$ cat src/spm_pkg.sv
`timescale 1ns / 1ps

package spm_pkg;

  localparam int SAMPLE_BITS_DEF  = 16;
  localparam int COUNTER_BITS_DEF = 16;

  localparam int CFG_BITS       = 16;
  localparam int CFG_IDX_BITS   = 2;
  localparam int DECAY_BITS     = 15;
  localparam int DECAY_SHIFT    = 15;
  localparam int HITS_BITS      = 15;

  localparam logic [HITS_BITS-1:0] HITS_MAX = '1;

  localparam logic [CFG_IDX_BITS-1:0] CFG_SHORT_PERIOD = 2'd0;
  localparam logic [CFG_IDX_BITS-1:0] CFG_HOLD_PERIODS = 2'd1;
  localparam logic [CFG_IDX_BITS-1:0] CFG_DECAY_FACTOR = 2'd2;

  localparam logic [CFG_BITS-1:0]   SHORT_PERIOD_RST = 16'd8;
  localparam logic [CFG_BITS-1:0]   HOLD_PERIODS_RST = 16'd8;
  localparam logic [DECAY_BITS-1:0] DECAY_FACTOR_RST = 15'd29491;

  typedef struct packed {
    logic accept;
    logic eob;
    logic publish;
  } lane_ctl_t;

endpackage

$ cat src/spm_lane.sv
`timescale 1ns / 1ps

module spm_lane #(
  parameter int SAMPLE_BITS  = spm_pkg::SAMPLE_BITS_DEF,
  parameter int COUNTER_BITS = spm_pkg::COUNTER_BITS_DEF
) (
  input  logic                                clk,
  input  logic                                rst_n,
  input  spm_pkg::lane_ctl_t                  ctl,
  input  logic signed [SAMPLE_BITS-1:0]       sample,
  input  logic [spm_pkg::DECAY_BITS-1:0]      decay_factor,
  input  logic [spm_pkg::CFG_BITS-1:0]        hold_periods,
  input  logic [COUNTER_BITS-1:0]             hold_in,
  output logic [COUNTER_BITS-1:0]             hold_out,
  output logic [SAMPLE_BITS-2:0]              short_nxt,
  output logic [SAMPLE_BITS-2:0]              long_nxt,
  output logic [SAMPLE_BITS-2:0]              max_nxt,
  output logic [spm_pkg::HITS_BITS-1:0]       hits_nxt
);

  localparam int LEVEL_BITS = SAMPLE_BITS - 1;
  localparam int PROD_BITS  = LEVEL_BITS + spm_pkg::DECAY_BITS;
  localparam int CMP_BITS   = (COUNTER_BITS > spm_pkg::CFG_BITS) ? COUNTER_BITS
                                                                 : spm_pkg::CFG_BITS;
  localparam logic [LEVEL_BITS-1:0] LEVEL_MAX = '1;

  logic [LEVEL_BITS-1:0]         buffer_peak_r, buffer_peak_nxt;
  logic [LEVEL_BITS-1:0]         period_peak_r, period_peak_nxt;
  logic [LEVEL_BITS-1:0]         short_r;
  logic [LEVEL_BITS-1:0]         long_r;
  logic [LEVEL_BITS-1:0]         max_r;
  logic [spm_pkg::HITS_BITS-1:0] hits_r;

  logic [SAMPLE_BITS-1:0] neg;
  logic [LEVEL_BITS-1:0]  lvl;
  logic [LEVEL_BITS-1:0]  bp_cur;
  logic [LEVEL_BITS-1:0]  pp_cur;
  logic [PROD_BITS-1:0]   prod;
  logic [LEVEL_BITS-1:0]  decayed;

  always_comb begin
    neg = -sample;
    if (sample[SAMPLE_BITS-1]) begin
      lvl = neg[SAMPLE_BITS-1] ? LEVEL_MAX : neg[LEVEL_BITS-1:0];
    end else begin
      lvl = sample[LEVEL_BITS-1:0];
    end
    bp_cur  = (lvl > buffer_peak_r) ? lvl : buffer_peak_r;
    pp_cur  = (bp_cur > period_peak_r) ? bp_cur : period_peak_r;
    prod    = PROD_BITS'(long_r) * PROD_BITS'(decay_factor);
    decayed = prod[PROD_BITS-1:spm_pkg::DECAY_SHIFT];
  end

  always_comb begin
    buffer_peak_nxt = buffer_peak_r;
    period_peak_nxt = period_peak_r;
    short_nxt       = short_r;
    long_nxt        = long_r;
    max_nxt         = max_r;
    hits_nxt        = hits_r;
    hold_out        = hold_in;
    if (ctl.accept) begin
      buffer_peak_nxt = ctl.eob ? '0 : bp_cur;
      if (ctl.eob) begin
        period_peak_nxt = pp_cur;
        if (bp_cur > max_r) begin
          max_nxt  = bp_cur;
          hits_nxt = spm_pkg::HITS_BITS'(1);
        end else if (bp_cur == max_r && hits_r < spm_pkg::HITS_MAX) begin
          hits_nxt = hits_r + 1'b1;
        end
        if (ctl.publish) begin
          period_peak_nxt = '0;
          short_nxt       = pp_cur;
          if (pp_cur >= long_r) begin
            long_nxt = pp_cur;
            hold_out = '0;
          end else if (CMP_BITS'(hold_in) >= CMP_BITS'(hold_periods)) begin
            long_nxt = decayed;
          end else begin
            hold_out = hold_in + 1'b1;
          end
        end
      end
    end
  end

  always_ff @(posedge clk) begin
    if (!rst_n) begin
      buffer_peak_r <= '0;
      period_peak_r <= '0;
      short_r       <= '0;
      long_r        <= '0;
      max_r         <= '0;
      hits_r        <= '0;
    end else begin
      buffer_peak_r <= buffer_peak_nxt;
      period_peak_r <= period_peak_nxt;
      short_r       <= short_nxt;
      long_r        <= long_nxt;
      max_r         <= max_nxt;
      hits_r        <= hits_nxt;
    end
  end

endmodule

$ cat src/stereo_peak_hold_meter_core.sv
`timescale 1ns / 1ps
// A word with end_of_buffer set shows its result on out_* in the cycle after acceptance.
// Throughput: one word per clock while in_stall is low; both channel lanes update all levels together,
// the decay multiply being the longest path.
// in_stall rises only while the output register holds a result and out_stall is high.
// Reset (synchronous, rst_n low) clears all lane levels, counters and the output valid,
// and loads the registers with 8, 8 and 29491.

module stereo_peak_hold_meter_core #(
  parameter int SAMPLE_BITS  = spm_pkg::SAMPLE_BITS_DEF,
  parameter int COUNTER_BITS = spm_pkg::COUNTER_BITS_DEF
) (
  input  logic                                 clk,
  input  logic                                 rst_n,
  input  logic                                 cfg_we,
  input  logic [spm_pkg::CFG_IDX_BITS-1:0]     cfg_index,
  input  logic [spm_pkg::CFG_BITS-1:0]         cfg_wdata,
  input  logic                                 in_valid,
  output logic                                 in_stall,
  input  logic signed [SAMPLE_BITS-1:0]        in_left_sample,
  input  logic signed [SAMPLE_BITS-1:0]        in_right_sample,
  input  logic                                 in_end_of_buffer,
  output logic                                 out_valid,
  input  logic                                 out_stall,
  output logic [SAMPLE_BITS-2:0]               out_short_level_left,
  output logic [SAMPLE_BITS-2:0]               out_short_level_right,
  output logic [SAMPLE_BITS-2:0]               out_long_level_left,
  output logic [SAMPLE_BITS-2:0]               out_long_level_right,
  output logic [SAMPLE_BITS-2:0]               out_max_level_left,
  output logic [SAMPLE_BITS-2:0]               out_max_level_right,
  output logic [spm_pkg::HITS_BITS-1:0]        out_max_hits_left,
  output logic [spm_pkg::HITS_BITS-1:0]        out_max_hits_right
);

  localparam int LEVEL_BITS = SAMPLE_BITS - 1;
  localparam int CMP_BITS   = (COUNTER_BITS > spm_pkg::CFG_BITS) ? COUNTER_BITS
                                                                 : spm_pkg::CFG_BITS;

  logic [spm_pkg::CFG_BITS-1:0]   short_period_r;
  logic [spm_pkg::CFG_BITS-1:0]   hold_periods_r;
  logic [spm_pkg::DECAY_BITS-1:0] decay_factor_r;

  logic [COUNTER_BITS-1:0] buffer_count_r, buffer_count_nxt;
  logic [COUNTER_BITS-1:0] hold_count_r, hold_count_nxt;
  logic [COUNTER_BITS-1:0] count_inc;
  logic [COUNTER_BITS-1:0] hold_mid;
  logic [COUNTER_BITS-1:0] hold_mid_l;

  logic                    accept;
  spm_pkg::lane_ctl_t      ctl;

  logic [LEVEL_BITS-1:0]         short_l, short_rt, long_l, long_rt, max_l, max_rt;
  logic [spm_pkg::HITS_BITS-1:0] hits_l, hits_rt;

  logic out_valid_r, out_valid_nxt;
  logic [LEVEL_BITS-1:0]         short_l_r, short_rt_r, long_l_r, long_rt_r;
  logic [LEVEL_BITS-1:0]         max_l_r, max_rt_r;
  logic [spm_pkg::HITS_BITS-1:0] hits_l_r, hits_rt_r;

  assign in_stall  = out_valid_r & out_stall;
  assign accept    = in_valid & ~in_stall;
  assign count_inc = buffer_count_r + 1'b1;

  always_comb begin
    ctl.accept  = accept;
    ctl.eob     = in_end_of_buffer;
    ctl.publish = in_end_of_buffer &
                  (CMP_BITS'(count_inc) >= CMP_BITS'(short_period_r));
  end

  always_comb begin
    buffer_count_nxt = buffer_count_r;
    hold_count_nxt   = hold_count_r;
    if (accept && in_end_of_buffer) begin
      buffer_count_nxt = ctl.publish ? '0 : count_inc;
      hold_count_nxt   = hold_mid;
    end
  end

  spm_lane #(
    .SAMPLE_BITS  (SAMPLE_BITS),
    .COUNTER_BITS (COUNTER_BITS)
  ) u_lane_left (
    .clk          (clk),
    .rst_n        (rst_n),
    .ctl          (ctl),
    .sample       (in_left_sample),
    .decay_factor (decay_factor_r),
    .hold_periods (hold_periods_r),
    .hold_in      (hold_count_r),
    .hold_out     (hold_mid_l),
    .short_nxt    (short_l),
    .long_nxt     (long_l),
    .max_nxt      (max_l),
    .hits_nxt     (hits_l)
  );

  spm_lane #(
    .SAMPLE_BITS  (SAMPLE_BITS),
    .COUNTER_BITS (COUNTER_BITS)
  ) u_lane_right (
    .clk          (clk),
    .rst_n        (rst_n),
    .ctl          (ctl),
    .sample       (in_right_sample),
    .decay_factor (decay_factor_r),
    .hold_periods (hold_periods_r),
    .hold_in      (hold_mid_l),
    .hold_out     (hold_mid),
    .short_nxt    (short_rt),
    .long_nxt     (long_rt),
    .max_nxt      (max_rt),
    .hits_nxt     (hits_rt)
  );

  always_ff @(posedge clk) begin
    if (!rst_n) begin
      short_period_r <= spm_pkg::SHORT_PERIOD_RST;
      hold_periods_r <= spm_pkg::HOLD_PERIODS_RST;
      decay_factor_r <= spm_pkg::DECAY_FACTOR_RST;
    end else if (cfg_we) begin
      unique case (cfg_index)
        spm_pkg::CFG_SHORT_PERIOD: short_period_r <= cfg_wdata;
        spm_pkg::CFG_HOLD_PERIODS: hold_periods_r <= cfg_wdata;
        spm_pkg::CFG_DECAY_FACTOR: decay_factor_r <= cfg_wdata[spm_pkg::DECAY_BITS-1:0];
        default: ;
      endcase
    end
  end

  always_ff @(posedge clk) begin
    if (!rst_n) begin
      buffer_count_r <= '0;
      hold_count_r   <= '0;
    end else begin
      buffer_count_r <= buffer_count_nxt;
      hold_count_r   <= hold_count_nxt;
    end
  end

  assign out_valid_nxt = (accept & in_end_of_buffer) | (out_valid_r & out_stall);

  always_ff @(posedge clk) begin
    if (!rst_n) begin
      out_valid_r <= 1'b0;
    end else begin
      out_valid_r <= out_valid_nxt;
    end
  end

  // load the result word
  always_ff @(posedge clk) begin
    if (accept && in_end_of_buffer) begin
      short_l_r  <= short_l;
      short_rt_r <= short_rt;
      long_l_r   <= long_l;
      long_rt_r  <= long_rt;
      max_l_r    <= max_l;
      max_rt_r   <= max_rt;
      hits_l_r   <= hits_l;
      hits_rt_r  <= hits_rt;
    end
  end

  assign out_valid             = out_valid_r;
  assign out_short_level_left  = short_l_r;
  assign out_short_level_right = short_rt_r;
  assign out_long_level_left   = long_l_r;
  assign out_long_level_right  = long_rt_r;
  assign out_max_level_left    = max_l_r;
  assign out_max_level_right   = max_rt_r;
  assign out_max_hits_left     = hits_l_r;
  assign out_max_hits_right    = hits_rt_r;

  a_result_follows: assert property (@(posedge clk) disable iff (!rst_n)
    accept && in_end_of_buffer |=> out_valid)
    else $error("result word missing after end of buffer");

  a_hits_nonzero: assert property (@(posedge clk) disable iff (!rst_n)
    out_valid |-> (out_max_hits_left != '0) && (out_max_hits_right != '0))
    else $error("hit count zero in a result word");

  a_short_below_max: assert property (@(posedge clk) disable iff (!rst_n)
    out_valid |-> (out_short_level_left <= out_max_level_left) &&
                  (out_short_level_right <= out_max_level_right))
    else $error("short level above maximum");

endmodule

$ cat config.mk
export PLATFORM = sky130hd
export DESIGN_NAME = stereo_peak_hold_meter_core
export DESIGN_NICKNAME = d
export VERILOG_FILES = /design/src/spm_pkg.sv /design/src/spm_lane.sv /design/src/stereo_peak_hold_meter_core.sv
export SDC_FILE = /design/constraint.sdc
export NUM_CORES = 2
export LEC_CHECK = 0
export ABC_AREA = 0
export ABC_CLOCK_PERIOD_IN_PS = 9600
export BUFFER_PORTS_ARGS = -buffer_cell sky130_fd_sc_hd__buf_2
export CORE_ASPECT_RATIO = 0.6
export CORE_MARGIN = 1.5
export CORE_UTILIZATION = 55
export DETAILED_ROUTE_END_ITERATION = 8
export GPL_TIMING_DRIVEN = 0
export PLACE_DENSITY_LB_ADDON = 0.25
export REMOVE_ABC_BUFFERS = 1
export SLEW_MARGIN = 25
export SYNTH_ARGS = -nofsm -noshare
export SYNTH_HDL_FRONTEND = slang
export SYNTH_SLANG_ARGS = --single-unit
$ cat constraint.sdc
create_clock -name clk -period 9.6 [get_ports clk]
set_input_delay 0.48 -clock clk [delete_from_list [all_inputs] [get_ports clk]]
set_output_delay 0.48 -clock clk [all_outputs]
set_load 0.01 [all_outputs]
==> results.ini <==
[worst_setup_path]
crit_path_top_delay_cell = or4_4
crit_top_cell = a21o_1
ff2ff_path_depth = 38
path_class = in2reg
start_kind = input pin
startpoint = in_left_sample[8]
critPathBufInv = 4
cpPeakStageDelay_ns = 0.59
crit_cells = 41
crit_arrival_ns = 9.84
critPathMaxFanout = 6
cp.required_ns = 10.02
crit_path_end_kind = register
crit_family = compound AO/OA/AOI/OAI gates
r2r-start = u_lane_left.buffer_peak_r[1]$_SDFFE_PN0P_

[pwr]
p_total_mw = 4.70
ir_worst_vdd_v = 0.000126
powerDensity_nw_per_um2 = 123
power.leakage_nw = 17.7

[placed_design]
portBuffers = 177
dp_slack_ns = -2.31
hpwl_mm = 68.5
dpl-instance-area_sq_um = 36200
place.gp.congestion = 0.933

[die]
chipHeight_microns = 196
core_sq_um = 61200
dieWidth_microns = 325
floorplan.rows = 70
boundaryPins = 178
die-area_sq_um = 63900
initial_core_util_pct = 56.0

[layout]
num-nets-final = 4579
diodes = 0
final_core_util_pct = 62.4
fillCellCount = 5123
drive_above_1_share_pct = 12.5
postLayoutCellArea_sq_um = 38200
area_growth_pct = 11.4

[run]
max_cap_viol_count = 0

[global_route]
grt_use_met3_pct = 7.42
gr-total-overflow = 0
grt_use_met2_pct = 40.4
grt_usage_pct = 29.0
grt_max_degree = 132
grt_pass1_wl_mm = 145
gr-usage-met1_pct = 44.4
grt.busiest_layer = met1
grt_pass1_vias = 25900
antenna_found_initial = 1

[timing]
skew_ns = 0.0484
max_freq_mhz = 106
final.min_clock_period_ns = 9.43
setup_viol = 0
slew_headroom_pct = 31.6
rsz0062_at_grt = yes
slew_viol_final = 0
fin_ws_ns = 0.174
period_share_pct = 98.2
hold_ws_ns = 0.193
tightest_slew_ns = 1.02
hold_viol = 0

[logic_synthesis]
synth-seq-area-share_pct = 25.7
synth_edf_count = 120
synth.most_common_cell = nand2_1
ys_warn_count = 0
synth_top_area_cell = fa_1
netlist_area_sq_um = 34300
ys_top_cells_by_area = fa_1 (19%), dfxtp_1 (15%), ha_1 (13%)
synth_top_flop_cell = dfxtp_1
synth_top_area_share_pct = 19.4
ys_types = 86
synth_common_cells = nand2_1 (568), inv_1 (501), ha_1 (357)
synthArstFlopShare_pct = 0
synthCells = 3723
ys_ff_latch = 380
syn_area_per_cell_sq_um = 9.21

[route]
routed_wl_mm = 92.4
wl_per_cell_microns = 19.7
dr.pass1.iters = 9
vias_per_cell = 5.62
postRouteAntennaNets = 0
drc = 0
vias = 26400
drt_iter0_markers = 2194

[hold_path]
hold_start = cfg_wdata[3]
min_path_type = in2reg
hold_depth = 3

[clocking]
clkTransAtPathRegs_ns = 0.07
insertion_delay_ns = 0.59
clockRootBuffer = clkbuf_16
h-tree-depth = 2
numCtsBuffers = 39
cts_tree = yes
clockBufferDepth = 3
cts_num_sinks = 380

[status]
status = finished clean

## layout by cell type, fill, tap and decap left out, drive strengths merged, types with 8 or more instances in the layout
cell type,instances
nor4,14
o211ai,9
clkbuf,51
or2,8
xnor2,38
nand3,45
fa,332
nand2b,15
a221o,8
dfxtp,260
nor2b,85
nand4,47
a21o,50
and2,297
nand3b,11
mux2i,15
a21boi,49
a21oi,63
ha,357
buf,241
inv,506
nor3,24
o31ai,11
o21a,35
nor2,113
o21ai,110
nand2,568
clkinv,14
and3,31
edfxtp,120
a211oi,13
xor2,76
mux2,71
a31oi,11
a22oi,71
## report_power, final
group	total, mW	switching [mW]	internal (mW)
Clock	1.53	0.687	0.839
Sequential	1.78	0.0575	1.72
Combinational	1.39	0.798	0.595
## repair_timing
action,in CTS,in global routing
gates cloned,0,2
gates resized for setup,24,53
pin swaps,9,25
setup endpoints to repair,46,46
setup buffers,15,24
hold buffers,0,0
## cell families after synthesis
group / Yosys count / share of synthesized area (%)
multiplexers: 86 / 2.77
AND/OR/NAND/NOR: 1286 / 18.7
buffers and inverters: 675 / 7.45
XOR/XNOR: 114 / 2.91
adder cells (fa/ha/maj): 689 / 32.4
flip-flops: 380 / 25.7
AO/OA/AOI/OAI: 493 / 10.1
## path summary, 6_finish.rpt
path | to | slack (ns)
worst max-delay path | hold_count_r[13]$_SDFFE_PN0P_ | 0.17
worst min-delay path | decay_factor_r[3]$_SDFFE_PN0P_ | 0.19
worst min register to register | hold_periods_r[15]$_SDFFE_PN0P_ | 0.46
worst max register to register | hold_count_r[13]$_SDFFE_PN0P_ | 0.86
## state kept, by name, indices dropped and copies added (netlist names), 16 cells and up
signal and count:
hold_count_r 16, hold_periods_r 16, short_period_r 16, buffer_count_r 16
## per-stage QoR
step	instances	TNS, ns
after floorplan	3550	-14.31
after global placement	4555	-419.25
after detailed placement	4580	-89.12
after CTS	4667	0
after global routing	4693	-0.642
final	4693	0
## routing by layer
metal,routed length (microns),share of wire [%]
met5,0,0
met4,2050,2.2
met3,10400,11
met2,36800,40
met1,43100,47
## area by class of cell
cell class | instances | area, sq um | area share (%)
Clock buffer | 50 | 1050 | 2.75
Clock inverter | 22 | 193 | 0.505
Inverter | 502 | 1890 | 4.95
Multi-Input combinational cell | 2669 | 23400 | 61.3
Sequential cell | 380 | 8830 | 23.1
Tap cell | 828 | 1040 | 2.71
Timing Repair Buffer | 242 | 1780 | 4.67
## worst register-to-register path: cells and delay by family (launching register included)
| family | cells | cell delay, ns |
|---|---|---|
| XOR/XNOR | 1 | 0.19 |
| AND/OR/NAND/NOR | 6 | 1.13 |
| flip-flops | 1 | 0.37 |
| multiplexers | 3 | 0.99 |
| AO/OA/AOI/OAI | 20 | 4.17 |
| adder cells (fa/ha/maj) | 4 | 1.30 |
| buffers and inverters | 4 | 0.46 |
Note: power is estimated with default switching activity, not from simulation.
